**src/hw/rtl/bls_pkg.sv**
```systemverilog
`default_nettype none

package bls_pkg;

    // default coordinate width and color word width
    localparam int COORD_BITS_DEF = 10;
    localparam int COLOR_BITS     = 32;

    // depth of the command queue between front and back
    localparam int FIFO_DEPTH_DEF = 4;

    // item kinds carried on the input tuser
    typedef enum logic
    {
        OP_START = 1'b0,
        OP_STEP  = 1'b1
    } op_t;

    // control flags of one queued command
    typedef struct packed
    {
        logic is_start;
        logic steep;
        logic minor_down;
    } cmd_flags_t;

endpackage

`default_nettype wire

```
**src/hw/rtl/bls_fifo.sv**
```systemverilog
`default_nettype none

module bls_fifo
    import bls_pkg::*;
#(
    parameter int WIDTH = 8,
    parameter int DEPTH = FIFO_DEPTH_DEF
)
(
    input  wire logic             clk,
    input  wire logic             rst_n,
    input  wire logic             wr_valid,
    output logic                  wr_ready,
    input  wire logic [WIDTH-1:0] wr_data,
    output logic                  rd_valid,
    input  wire logic             rd_ready,
    output logic      [WIDTH-1:0] rd_data
);

    localparam int PTR_W = (DEPTH > 1) ? $clog2(DEPTH) : 1;
    localparam int CNT_W = $clog2(DEPTH + 1);

    logic [WIDTH-1:0] entry_reg [DEPTH];
    logic [PTR_W-1:0] wr_ptr_reg;
    logic [PTR_W-1:0] wr_ptr_next;
    logic [PTR_W-1:0] rd_ptr_reg;
    logic [PTR_W-1:0] rd_ptr_next;
    logic [CNT_W-1:0] count_reg;
    logic [CNT_W-1:0] count_next;
    logic             push;
    logic             pop;

    // handshake on both sides
    assign wr_ready = (count_reg != CNT_W'(DEPTH));
    assign rd_valid = (count_reg != '0);
    assign push     = wr_valid && wr_ready;
    assign pop      = rd_valid && rd_ready;
    assign rd_data  = entry_reg[rd_ptr_reg];

    // pointer wrap
    always_comb
    begin
        wr_ptr_next = wr_ptr_reg;
        rd_ptr_next = rd_ptr_reg;
        count_next  = count_reg;
        if (push)
        begin
            wr_ptr_next = (wr_ptr_reg == PTR_W'(DEPTH - 1)) ? '0 : wr_ptr_reg + 1'b1;
        end
        if (pop)
        begin
            rd_ptr_next = (rd_ptr_reg == PTR_W'(DEPTH - 1)) ? '0 : rd_ptr_reg + 1'b1;
        end
        if (push && !pop)
        begin
            count_next = count_reg + 1'b1;
        end
        else if (pop && !push)
        begin
            count_next = count_reg - 1'b1;
        end
    end

    // pointers and fill level
    always_ff @(posedge clk or negedge rst_n)
    begin
        if (!rst_n)
        begin
            wr_ptr_reg <= '0;
            rd_ptr_reg <= '0;
            count_reg  <= '0;
        end
        else
        begin
            wr_ptr_reg <= wr_ptr_next;
            rd_ptr_reg <= rd_ptr_next;
            count_reg  <= count_next;
        end
    end

    // entry storage
    always_ff @(posedge clk)
    begin
        if (push)
        begin
            entry_reg[wr_ptr_reg] <= wr_data;
        end
    end

endmodule

`default_nettype wire

```
**src/hw/rtl/bls_front.sv**
```systemverilog
`default_nettype none

module bls_front
    import bls_pkg::*;
#(
    parameter int  COORD_BITS = COORD_BITS_DEF,
    localparam int CMD_W      = $bits(cmd_flags_t) + 5 * COORD_BITS + COLOR_BITS
)
(
    input  wire logic                  clk,
    input  wire logic                  rst_n,
    input  wire logic                  in_valid,
    output logic                       in_ready,
    input  wire logic                  op,
    input  wire logic [COORD_BITS-1:0] start_x,
    input  wire logic [COORD_BITS-1:0] start_y,
    input  wire logic [COORD_BITS-1:0] end_x,
    input  wire logic [COORD_BITS-1:0] end_y,
    input  wire logic [COLOR_BITS-1:0] color,
    output logic                       cmd_valid,
    input  wire logic                  cmd_ready,
    output logic      [CMD_W-1:0]      cmd_data
);

    typedef struct packed
    {
        cmd_flags_t            flags;
        logic [COORD_BITS-1:0] major_pos;
        logic [COORD_BITS-1:0] major_end;
        logic [COORD_BITS-1:0] minor_pos;
        logic [COORD_BITS-1:0] major_delta;
        logic [COORD_BITS-1:0] minor_delta;
        logic [COLOR_BITS-1:0] color;
    } cmd_t;

    logic                  stg_valid_reg;
    logic                  stg_valid_next;
    logic                  stg_start_reg;
    logic [COORD_BITS-1:0] ax_reg;
    logic [COORD_BITS-1:0] ay_reg;
    logic [COORD_BITS-1:0] bx_reg;
    logic [COORD_BITS-1:0] by_reg;
    logic [COORD_BITS-1:0] dx_reg;
    logic [COORD_BITS-1:0] dy_reg;
    logic                  x_gt_reg;
    logic                  x_lt_reg;
    logic                  y_gt_reg;
    logic                  y_lt_reg;
    logic [COLOR_BITS-1:0] color_reg;

    logic                  load;
    logic                  is_start;
    logic                  steep;
    logic                  swap;
    logic                  minor_gt;
    logic                  minor_lt;
    logic [COORD_BITS-1:0] a_maj;
    logic [COORD_BITS-1:0] b_maj;
    logic [COORD_BITS-1:0] a_min;
    logic [COORD_BITS-1:0] b_min;
    cmd_t                  cmd;

    // one stage ahead of the queue
    assign in_ready  = !stg_valid_reg || cmd_ready;
    assign load      = in_valid && in_ready;
    assign cmd_valid = stg_valid_reg;

    // classify the item
    always_comb
    begin
        unique case (op_t'(op))
            OP_START: is_start = 1'b1;
            OP_STEP:  is_start = 1'b0;
            default:  is_start = 1'b0;
        endcase
    end

    always_comb
    begin
        stg_valid_next = stg_valid_reg;
        if (load)
        begin
            stg_valid_next = 1'b1;
        end
        else if (cmd_ready)
        begin
            stg_valid_next = 1'b0;
        end
    end

    always_ff @(posedge clk or negedge rst_n)
    begin
        if (!rst_n)
        begin
            stg_valid_reg <= 1'b0;
        end
        else
        begin
            stg_valid_reg <= stg_valid_next;
        end
    end

    // endpoint extents and orderings
    always_ff @(posedge clk)
    begin
        if (load)
        begin
            stg_start_reg <= is_start;
            ax_reg        <= start_x;
            ay_reg        <= start_y;
            bx_reg        <= end_x;
            by_reg        <= end_y;
            dx_reg        <= (start_x > end_x) ? start_x - end_x : end_x - start_x;
            dy_reg        <= (start_y > end_y) ? start_y - end_y : end_y - start_y;
            x_gt_reg      <= start_x > end_x;
            x_lt_reg      <= end_x > start_x;
            y_gt_reg      <= start_y > end_y;
            y_lt_reg      <= end_y > start_y;
            color_reg     <= color;
        end
    end

    // axis swap for steep lines, then ordering by ascending major axis
    always_comb
    begin
        steep    = dy_reg > dx_reg;
        a_maj    = steep ? ay_reg : ax_reg;
        b_maj    = steep ? by_reg : bx_reg;
        a_min    = steep ? ax_reg : ay_reg;
        b_min    = steep ? bx_reg : by_reg;
        swap     = steep ? y_gt_reg : x_gt_reg;
        minor_gt = steep ? x_gt_reg : y_gt_reg;
        minor_lt = steep ? x_lt_reg : y_lt_reg;

        cmd.flags.is_start   = stg_start_reg;
        cmd.flags.steep      = steep;
        cmd.flags.minor_down = swap ? minor_lt : minor_gt;
        cmd.major_pos        = swap ? b_maj : a_maj;
        cmd.major_end        = swap ? a_maj : b_maj;
        cmd.minor_pos        = swap ? b_min : a_min;
        cmd.major_delta      = steep ? dy_reg : dx_reg;
        cmd.minor_delta      = steep ? dx_reg : dy_reg;
        cmd.color            = color_reg;
    end

    assign cmd_data = cmd;

endmodule

`default_nettype wire

```
**src/hw/rtl/bls_back.sv**
```systemverilog
`default_nettype none

module bls_back
    import bls_pkg::*;
#(
    parameter int  COORD_BITS = COORD_BITS_DEF,
    localparam int CMD_W      = $bits(cmd_flags_t) + 5 * COORD_BITS + COLOR_BITS
)
(
    input  wire logic                  clk,
    input  wire logic                  rst_n,
    input  wire logic                  cmd_valid,
    output logic                       cmd_ready,
    input  wire logic [CMD_W-1:0]      cmd_data,
    output logic                       out_valid,
    input  wire logic                  out_ready,
    output logic      [COORD_BITS-1:0] pixel_x,
    output logic      [COORD_BITS-1:0] pixel_y,
    output logic      [COLOR_BITS-1:0] pixel_color,
    output logic                       last
);

    localparam int ERR_W = COORD_BITS + 3;

    typedef struct packed
    {
        cmd_flags_t            flags;
        logic [COORD_BITS-1:0] major_pos;
        logic [COORD_BITS-1:0] major_end;
        logic [COORD_BITS-1:0] minor_pos;
        logic [COORD_BITS-1:0] major_delta;
        logic [COORD_BITS-1:0] minor_delta;
        logic [COLOR_BITS-1:0] color;
    } cmd_t;

    cmd_t                     cmd;
    logic                     take;
    logic                     step_fire;
    logic                     is_last;
    logic                     minor_move;
    logic signed [ERR_W-1:0]  delta_s;
    logic signed [ERR_W-1:0]  incr_s;

    logic                     active_reg;
    logic                     active_next;
    logic                     out_valid_reg;
    logic                     out_valid_next;
    logic                     steep_reg;
    logic                     minor_down_reg;
    logic [COORD_BITS-1:0]    major_pos_reg;
    logic [COORD_BITS-1:0]    major_end_reg;
    logic [COORD_BITS-1:0]    minor_pos_reg;
    logic signed [ERR_W-1:0]  error_acc_reg;
    logic signed [ERR_W-1:0]  err_incr_reg;
    logic signed [ERR_W-1:0]  err_thresh_reg;
    logic signed [ERR_W-1:0]  err_adjust_reg;
    logic [COLOR_BITS-1:0]    line_color_reg;
    logic [COORD_BITS-1:0]    pixel_x_reg;
    logic [COORD_BITS-1:0]    pixel_y_reg;
    logic [COLOR_BITS-1:0]    pixel_color_reg;
    logic                     last_reg;

    assign cmd = cmd_t'(cmd_data);

    // a start never needs the output slot, a step needs it free or draining
    assign cmd_ready = cmd.flags.is_start || !out_valid_reg || out_ready;
    assign take      = cmd_valid && cmd_ready;
    assign step_fire = take && !cmd.flags.is_start && active_reg;
    assign is_last   = (major_pos_reg == major_end_reg);

    // minor step decided against a threshold set up at line start
    assign minor_move = (error_acc_reg > err_thresh_reg);
    assign delta_s    = $signed({3'b000, cmd.major_delta});
    assign incr_s     = $signed({2'b00, cmd.minor_delta, 1'b0});

    // control next state
    always_comb
    begin
        active_next    = active_reg;
        out_valid_next = out_valid_reg;
        if (out_ready)
        begin
            out_valid_next = 1'b0;
        end
        if (take && cmd.flags.is_start)
        begin
            active_next = 1'b1;
        end
        else if (step_fire)
        begin
            out_valid_next = 1'b1;
            if (is_last)
            begin
                active_next = 1'b0;
            end
        end
    end

    always_ff @(posedge clk or negedge rst_n)
    begin
        if (!rst_n)
        begin
            active_reg    <= 1'b0;
            out_valid_reg <= 1'b0;
        end
        else
        begin
            active_reg    <= active_next;
            out_valid_reg <= out_valid_next;
        end
    end

    // line state: load on start, advance on each step
    always_ff @(posedge clk)
    begin
        if (take && cmd.flags.is_start)
        begin
            steep_reg      <= cmd.flags.steep;
            minor_down_reg <= cmd.flags.minor_down;
            major_pos_reg  <= cmd.major_pos;
            major_end_reg  <= cmd.major_end;
            minor_pos_reg  <= cmd.minor_pos;
            error_acc_reg  <= '0;
            err_incr_reg   <= incr_s;
            err_thresh_reg <= delta_s - incr_s;
            err_adjust_reg <= incr_s - (delta_s <<< 1);
            line_color_reg <= cmd.color;
        end
        else if (step_fire && !is_last)
        begin
            major_pos_reg <= major_pos_reg + 1'b1;
            if (minor_move)
            begin
                minor_pos_reg <= minor_down_reg ? minor_pos_reg - 1'b1
                                                : minor_pos_reg + 1'b1;
                error_acc_reg <= error_acc_reg + err_adjust_reg;
            end
            else
            begin
                error_acc_reg <= error_acc_reg + err_incr_reg;
            end
        end
    end

    // output register, screen order restored
    always_ff @(posedge clk)
    begin
        if (step_fire)
        begin
            pixel_x_reg     <= steep_reg ? minor_pos_reg : major_pos_reg;
            pixel_y_reg     <= steep_reg ? major_pos_reg : minor_pos_reg;
            pixel_color_reg <= line_color_reg;
            last_reg        <= is_last;
        end
    end

    assign out_valid   = out_valid_reg;
    assign pixel_x     = pixel_x_reg;
    assign pixel_y     = pixel_y_reg;
    assign pixel_color = pixel_color_reg;
    assign last        = last_reg;

endmodule

`default_nettype wire

```
**src/hw/rtl/bresenham_line_stepper_core.sv**
```systemverilog
// path: a step passes the front stage register, the command queue, the output register
// throughput: one item per cycle unless stalled; the back end emits one pixel per cycle
// through its error accumulator loop while the master side accepts; a start emits none
// a stalled master side fills the command queue before the slave side stalls
// reset: asynchronous active low, clears the queue, the active line and the output slot
`default_nettype none

module bresenham_line_stepper_core
    import bls_pkg::*;
#(
    parameter int  COORD_BITS = COORD_BITS_DEF,
    parameter int  FIFO_DEPTH = FIFO_DEPTH_DEF,
    localparam int IN_BITS    = 4 * COORD_BITS + COLOR_BITS,
    localparam int OUT_BITS   = 2 * COORD_BITS + COLOR_BITS,
    localparam int IN_W       = ((IN_BITS + 7) / 8) * 8,
    localparam int OUT_W      = ((OUT_BITS + 7) / 8) * 8,
    localparam int CMD_W      = $bits(cmd_flags_t) + 5 * COORD_BITS + COLOR_BITS
)
(
    input  wire logic             clk,
    input  wire logic             rst_n,
    input  wire logic             s_tvalid,
    output logic                  s_tready,
    // start_x, start_y, end_x, end_y, color, zero fill
    input  wire logic [IN_W-1:0]  s_tdata,
    // op
    input  wire logic             s_tuser,
    output logic                  m_tvalid,
    input  wire logic             m_tready,
    // pixel_x, pixel_y, pixel_color, zero fill
    output logic      [OUT_W-1:0] m_tdata,
    output logic                  m_tlast
);

    logic                  cmd_in_valid;
    logic                  cmd_in_ready;
    logic [CMD_W-1:0]      cmd_in_data;
    logic                  cmd_out_valid;
    logic                  cmd_out_ready;
    logic [CMD_W-1:0]      cmd_out_data;
    logic [COORD_BITS-1:0] pixel_x;
    logic [COORD_BITS-1:0] pixel_y;
    logic [COLOR_BITS-1:0] pixel_color;

    // accept and set up
    bls_front #(
        .COORD_BITS (COORD_BITS)
    ) u_front (
        .clk       (clk),
        .rst_n     (rst_n),
        .in_valid  (s_tvalid),
        .in_ready  (s_tready),
        .op        (s_tuser),
        .start_x   (s_tdata[COORD_BITS-1:0]),
        .start_y   (s_tdata[2*COORD_BITS-1:COORD_BITS]),
        .end_x     (s_tdata[3*COORD_BITS-1:2*COORD_BITS]),
        .end_y     (s_tdata[4*COORD_BITS-1:3*COORD_BITS]),
        .color     (s_tdata[IN_BITS-1:4*COORD_BITS]),
        .cmd_valid (cmd_in_valid),
        .cmd_ready (cmd_in_ready),
        .cmd_data  (cmd_in_data)
    );

    // command queue
    bls_fifo #(
        .WIDTH (CMD_W),
        .DEPTH (FIFO_DEPTH)
    ) u_fifo (
        .clk      (clk),
        .rst_n    (rst_n),
        .wr_valid (cmd_in_valid),
        .wr_ready (cmd_in_ready),
        .wr_data  (cmd_in_data),
        .rd_valid (cmd_out_valid),
        .rd_ready (cmd_out_ready),
        .rd_data  (cmd_out_data)
    );

    // line stepping
    bls_back #(
        .COORD_BITS (COORD_BITS)
    ) u_back (
        .clk         (clk),
        .rst_n       (rst_n),
        .cmd_valid   (cmd_out_valid),
        .cmd_ready   (cmd_out_ready),
        .cmd_data    (cmd_out_data),
        .out_valid   (m_tvalid),
        .out_ready   (m_tready),
        .pixel_x     (pixel_x),
        .pixel_y     (pixel_y),
        .pixel_color (pixel_color),
        .last        (m_tlast)
    );

    // pack the pixel transaction
    assign m_tdata = OUT_W'({pixel_color, pixel_y, pixel_x});

endmodule

`default_nettype wire
```
**config.mk**
```make
export PLATFORM = sky130hd
export DESIGN_NAME = bresenham_line_stepper_core
export DESIGN_NICKNAME = d
export VERILOG_FILES = /design/src/hw/rtl/bls_pkg.sv /design/src/hw/rtl/bls_fifo.sv /design/src/hw/rtl/bls_front.sv /design/src/hw/rtl/bls_back.sv /design/src/hw/rtl/bresenham_line_stepper_core.sv
export SDC_FILE = /design/constraint.sdc
export NUM_CORES = 1
export LEC_CHECK = 0
export BUFFER_PORTS_ARGS = -buffer_cell sky130_fd_sc_hd__buf_2
export CORE_MARGIN = 5
export CORE_UTILIZATION = 30
export DETAILED_ROUTE_END_ITERATION = 7
export GPL_TIMING_DRIVEN = 1
export PLACE_DENSITY = 0.57
export SETUP_SLACK_MARGIN = 0.3
export SLEW_MARGIN = 30
export SYNTH_ARGS = -nofsm -noshare
export SYNTH_HDL_FRONTEND = slang
export SYNTH_SLANG_ARGS = --single-unit
```
**constraint.sdc**
```tcl
create_clock -name clk -period 4.1 [get_ports clk]
set_clock_uncertainty 0.15 [all_clocks]
set_input_delay 0.205 -clock clk [delete_from_list [all_inputs] [get_ports clk]]
set_output_delay 0.205 -clock clk [all_outputs]
set_load 0.005 [all_outputs]
```
==> metrics.md <==
| Metric | Value |
|---|---|
| Outcome | finished, final reports clean |
| R2R Path End | u_back.error_acc_reg[12]$_SDFFE_PP0P_ |
| Fin crit share | between 90 and 100% |
| Largest net degree at the start of global routing | 63 |
| Internal | ~18 mW |
| Worst hold path cell count | 2 |
| Syn Std Cell Area | 26,900 µm² |
| Leading area contributor after synthesis | edfxtp_1 |
| CP Data Required Time | about 4.5 ns |
| # setup viols final | 0 |
| Asr flop ratio synth | 1.64% |
| Worst-Margin Slew | roughly 0.95 ns |
| ANT nets after route | 0 |
| Vias per cell | 4.67 |
| Period minus WS final | between 3 and 4 ns |
| Unrepaired setup endpoints after global routing | true |
| PortBufs | between 100 and 150 |
| Crit path launch type | flip-flop |
| CTS buffer count | 59 |
| Part of the power in combinational logic | a little under two fifths |
| Synth Warn # | 0 |
| Net switching power | 8.92 mW |
| Leakage | around 12 nW |
| Area after DPL | between 20,000 and 30,000 µm² |
| Vias in the first global route | between 15,000 and 20,000 |
| MaxCap Viol Count | 0 |
| Max Slew Vio Count | 0 |
| NumNets Final | about 2,100 |
| Clock share of power | 21.5% |
| R2r worst-path depth | 17 |
| Max Clock Freq | 262 MHz |
| Layout cells sized above 1 | a little under a quarter |
| WL/cell | roughly 18 µm |
| Largest stage delay, worst path | approximately 0.34 ns |
| Flop2flop setup slack | 0.29 ns |
| Core area | between 80,000 and 90,000 µm² |
| Clock tree buffer depth | 3 |
| Synth cell types | 71 |
| Starting Density | approximately 30% |
| Initial drt markers | 887 |
| Sequential power share | 40.8% |
| PwrDens | ~830 nW/µm² |
| Post-synth EDFFs | ~590 |
| Die footprint | 95,600 µm² |
| CTS tree | done |
| Initial antenna violation count | 0 |
| Via Count | ~15,000 |
| Total gr overflow | 0 |
| Crit-path cells | inv_2 > ha_4 > nand3_2 > o21bai_4 > a311oi_4 > or3_1 > and3_4 > buf_4 > mux2_2 > ha_2 > a21oi_4 > nor2b_1 > nor2_1 > a311oi_2 > and2_0 > mux2i_1 > mux2i_1 |
| Clock Pin Slew Worst Setup and Hold Paths | ~0.06 ns |
| Cell mode on critical path | mux2i_1 |
| Main area contributors after synthesis | edfxtp_1 (66%), mux4_2 (7.0%), ha_1 (5.0%), mux2i_1 (1.9%), mux2_2 (1.8%) |
| Routability cong. | between 0.8 and 0.9 |
| Die X | roughly 300 µm |
| Post-synth top area share | around two thirds |
| Total Routing Usage GR | roughly an eighth |
| H-tree Lvls | 2 |
| Syn-to-layout area delta | 20.4% |
| Maximum vdd drop | between 400 and 500 µV |
| First-pass GRT wire length | 88,400 µm |
| I/O Pins | 136 |
| Min-Delay Path Class | primary input to flip-flop |
| Drt first pass iters | 7 |
| Hold path start | s_tdata[48] |
| Worst-path maximum fanout | 6 |
| Max reg flops | 340 |
| CTS Sinks | around 600 |
| Critical path arrival | between 4 and 5 ns |
| Drt drc | 0 |
| Hold Crit Endpoint | u_front.color_reg[8]$_DFFE_PP_ |
| Worst Setup End Kind | flip-flop |
| Fin. Hold Viols | 0 |
| Sequential cell area fraction in the yosys report | between 60% and 70% |
| Final Instance Area | about 32,000 µm² |
| Root buf cell | clkbuf_16 |
| Routed Wire Length | 57,400 µm |
| Yosys reg bits | approximately 610 |
| Hold_ws | between 0.15 and 0.2 ns |
| Syn Area/Cell | about 16 µm² |
| Slew HR | roughly 36% |
| Sw Ratio | between 30% and 40% |
| Crit-path slowest cell | edfxtp_1 |
| Worst R2R Start | u_back.err_thresh_reg[4]$_DFFE_PP_ |
| HPWL after DPL | roughly 39,000 µm |
| Die height | just over 300 µm |
| Worst skew pair latency | approximately 0.62 ns |
| # rows | 109 |
| Main synth FF type | edfxtp_1 |
| CP Class | flip-flop to flip-flop |
| Synth Instances | approximately 1,700 |
-- worst max path at each step --
stage	start	end	slack [ns]	depth (start not counted)
finish	u_back.err_thresh_reg[4]$_DFFE_PP_	u_back.error_acc_reg[12]$_SDFFE_PP0P_	0.29	17
global route	u_back.err_thresh_reg[3]$_DFFE_PP_	u_back.error_acc_reg[12]$_SDFFE_PP0P_	0.007	17
global placement	u_back.err_thresh_reg[11]$_DFFE_PP_	u_back.error_acc_reg[12]$_SDFFE_PP0P_	0.04	16
floorplan	u_back.err_thresh_reg[11]$_DFFE_PP_	u_back.error_acc_reg[11]$_SDFFE_PP0P_	0.31	19
CTS	u_back.err_thresh_reg[11]$_DFFE_PP_	u_back.error_acc_reg[12]$_SDFFE_PP0P_	0.29	17
detailed placement	u_back.err_thresh_reg[11]$_DFFE_PP_	u_back.error_acc_reg[12]$_SDFFE_PP0P_	-0.05	16
-- worst max-delay path: cells and delay by family (launching register included) --
family / cells / cell delay [ns]
compound gates: 4 / 0.80
flops: 1 / 0.34
simple gates: 6 / 0.93
fa+ha+maj: 2 / 0.59
mux: 3 / 0.71
buf+inv: 2 / 0.21
-- layer usage --
metal	GRT usage [%]	vias to the layer above	wire length, µm
met5	0	-	0
met4	2.59	0	945
met3	1.85	74	2530
met2	19.6	287	27000
met1	16.6	7395	26900
li1	-	6938	-
-- stage by stage --
| stage | cells | util, % | setup WS [ns] | total power [mW] | setup TNS, ns |
|---|---|---|---|---|---|
| 2_1_floorplan | 1678 | - | 0.313 | 17.6 | 0 |
| 3_3_place_gp | 2948 | 32.8 | 0.0393 | 20.4 | 0 |
| 3_5_place_dp | 2948 | 32.8 | -0.0490 | 20.7 | -0.0780 |
| 4_1_cts | 3142 | 36.3 | 0.290 | 27.1 | 0 |
| 5_1_grt | 3146 | 36.5 | 0.00653 | 28.6 | 0 |
| 6_report | 3147 | 36.5 | 0.286 | 26.9 | 0 |
-- cells in the final DEF (no fill, tap or decap), types with 52 or more instances in the layout --
| master | instances |
|---|---|
| edfxtp_1 | 587 |
| buf_2 | 131 |
| inv_1 | 113 |
| ha_1 | 94 |
| mux4_2 | 84 |
| a21oi_1 | 80 |
| dlygate4sd3_1 | 77 |
| nand2_1 | 68 |
| clkbuf_16 | 60 |
| nor2_1 | 58 |
| o21ai_0 | 53 |
| mux2i_1 | 52 |
-- cell type report --
class / count / area (µm²)
Fill cell: 8293 / 56300
Sequential cell: 609 / 18100
Multi-Input combinational cell: 890 / 8340
Timing Repair Buffer: 256 / 1890
Clock buffer: 67 / 1530
Tap cell: 1165 / 1460
Clock inverter: 40 / 539
Inverter: 119 / 453
Antenna cell: 1 / 2.50
-- kinds of logic (layout without fill, tap and decap cells) --
family / Yosys count / after routing / synth area share [%]
AO/OA/AOI/OAI: 269 / 269 / 6.26
other: 1 / 5 / 0.0140
multiplexers: 180 / 180 / 10.8
AND/OR/NAND/NOR: 261 / 261 / 5.09
adder cells (fa/ha/maj): 116 / 116 / 5.65
flip-flops: 609 / 609 / 67.4
buffers and inverters: 179 / 482 / 2.74
XOR/XNOR: 60 / 60 / 1.96
-- synthesized netlist by cell type, types with 9 or more instances --
cell type  count
o21ai_0       57
edfxtp_1     587
nor2b_1       45
a21boi_0       9
nand3_1       20
o21a_1        11
nand2_1       70
a21oi_1       84
clkbuf_1      29
mux4_2        84
xor2_1        23
mux2i_1       52
nor3_1        11
dfxtp_1       12
and2_1        11
a21o_1        25
dfrtp_1       10
buf_2         15
fa_1           9
xnor2_1       37
nor2_1        58
a211oi_1      38
ha_1         107
mux2_2        43
inv_1        118
-- power by group through the flow --
stage	combinational [mW]	clock [mW]	sequential, mW
3_3_place_gp	9.32	0	11.0
4_1_cts	10.1	5.95	11.0
3_5_place_dp	9.58	0	11.1
2_1_floorplan	6.83	0	10.8
5_1_grt	11.2	6.22	11.2
6_report	10.1	5.78	11.0
-- what timing repair did --
item	4_1_cts	5_1_grt
pin swaps	20	14
setup endpoints to repair	5	5
endpoints found under the hold margin	90	0
buffers inserted	10	3
resized for setup	32	22
hold buffers	77	0
(Power assumes the default switching activity.)
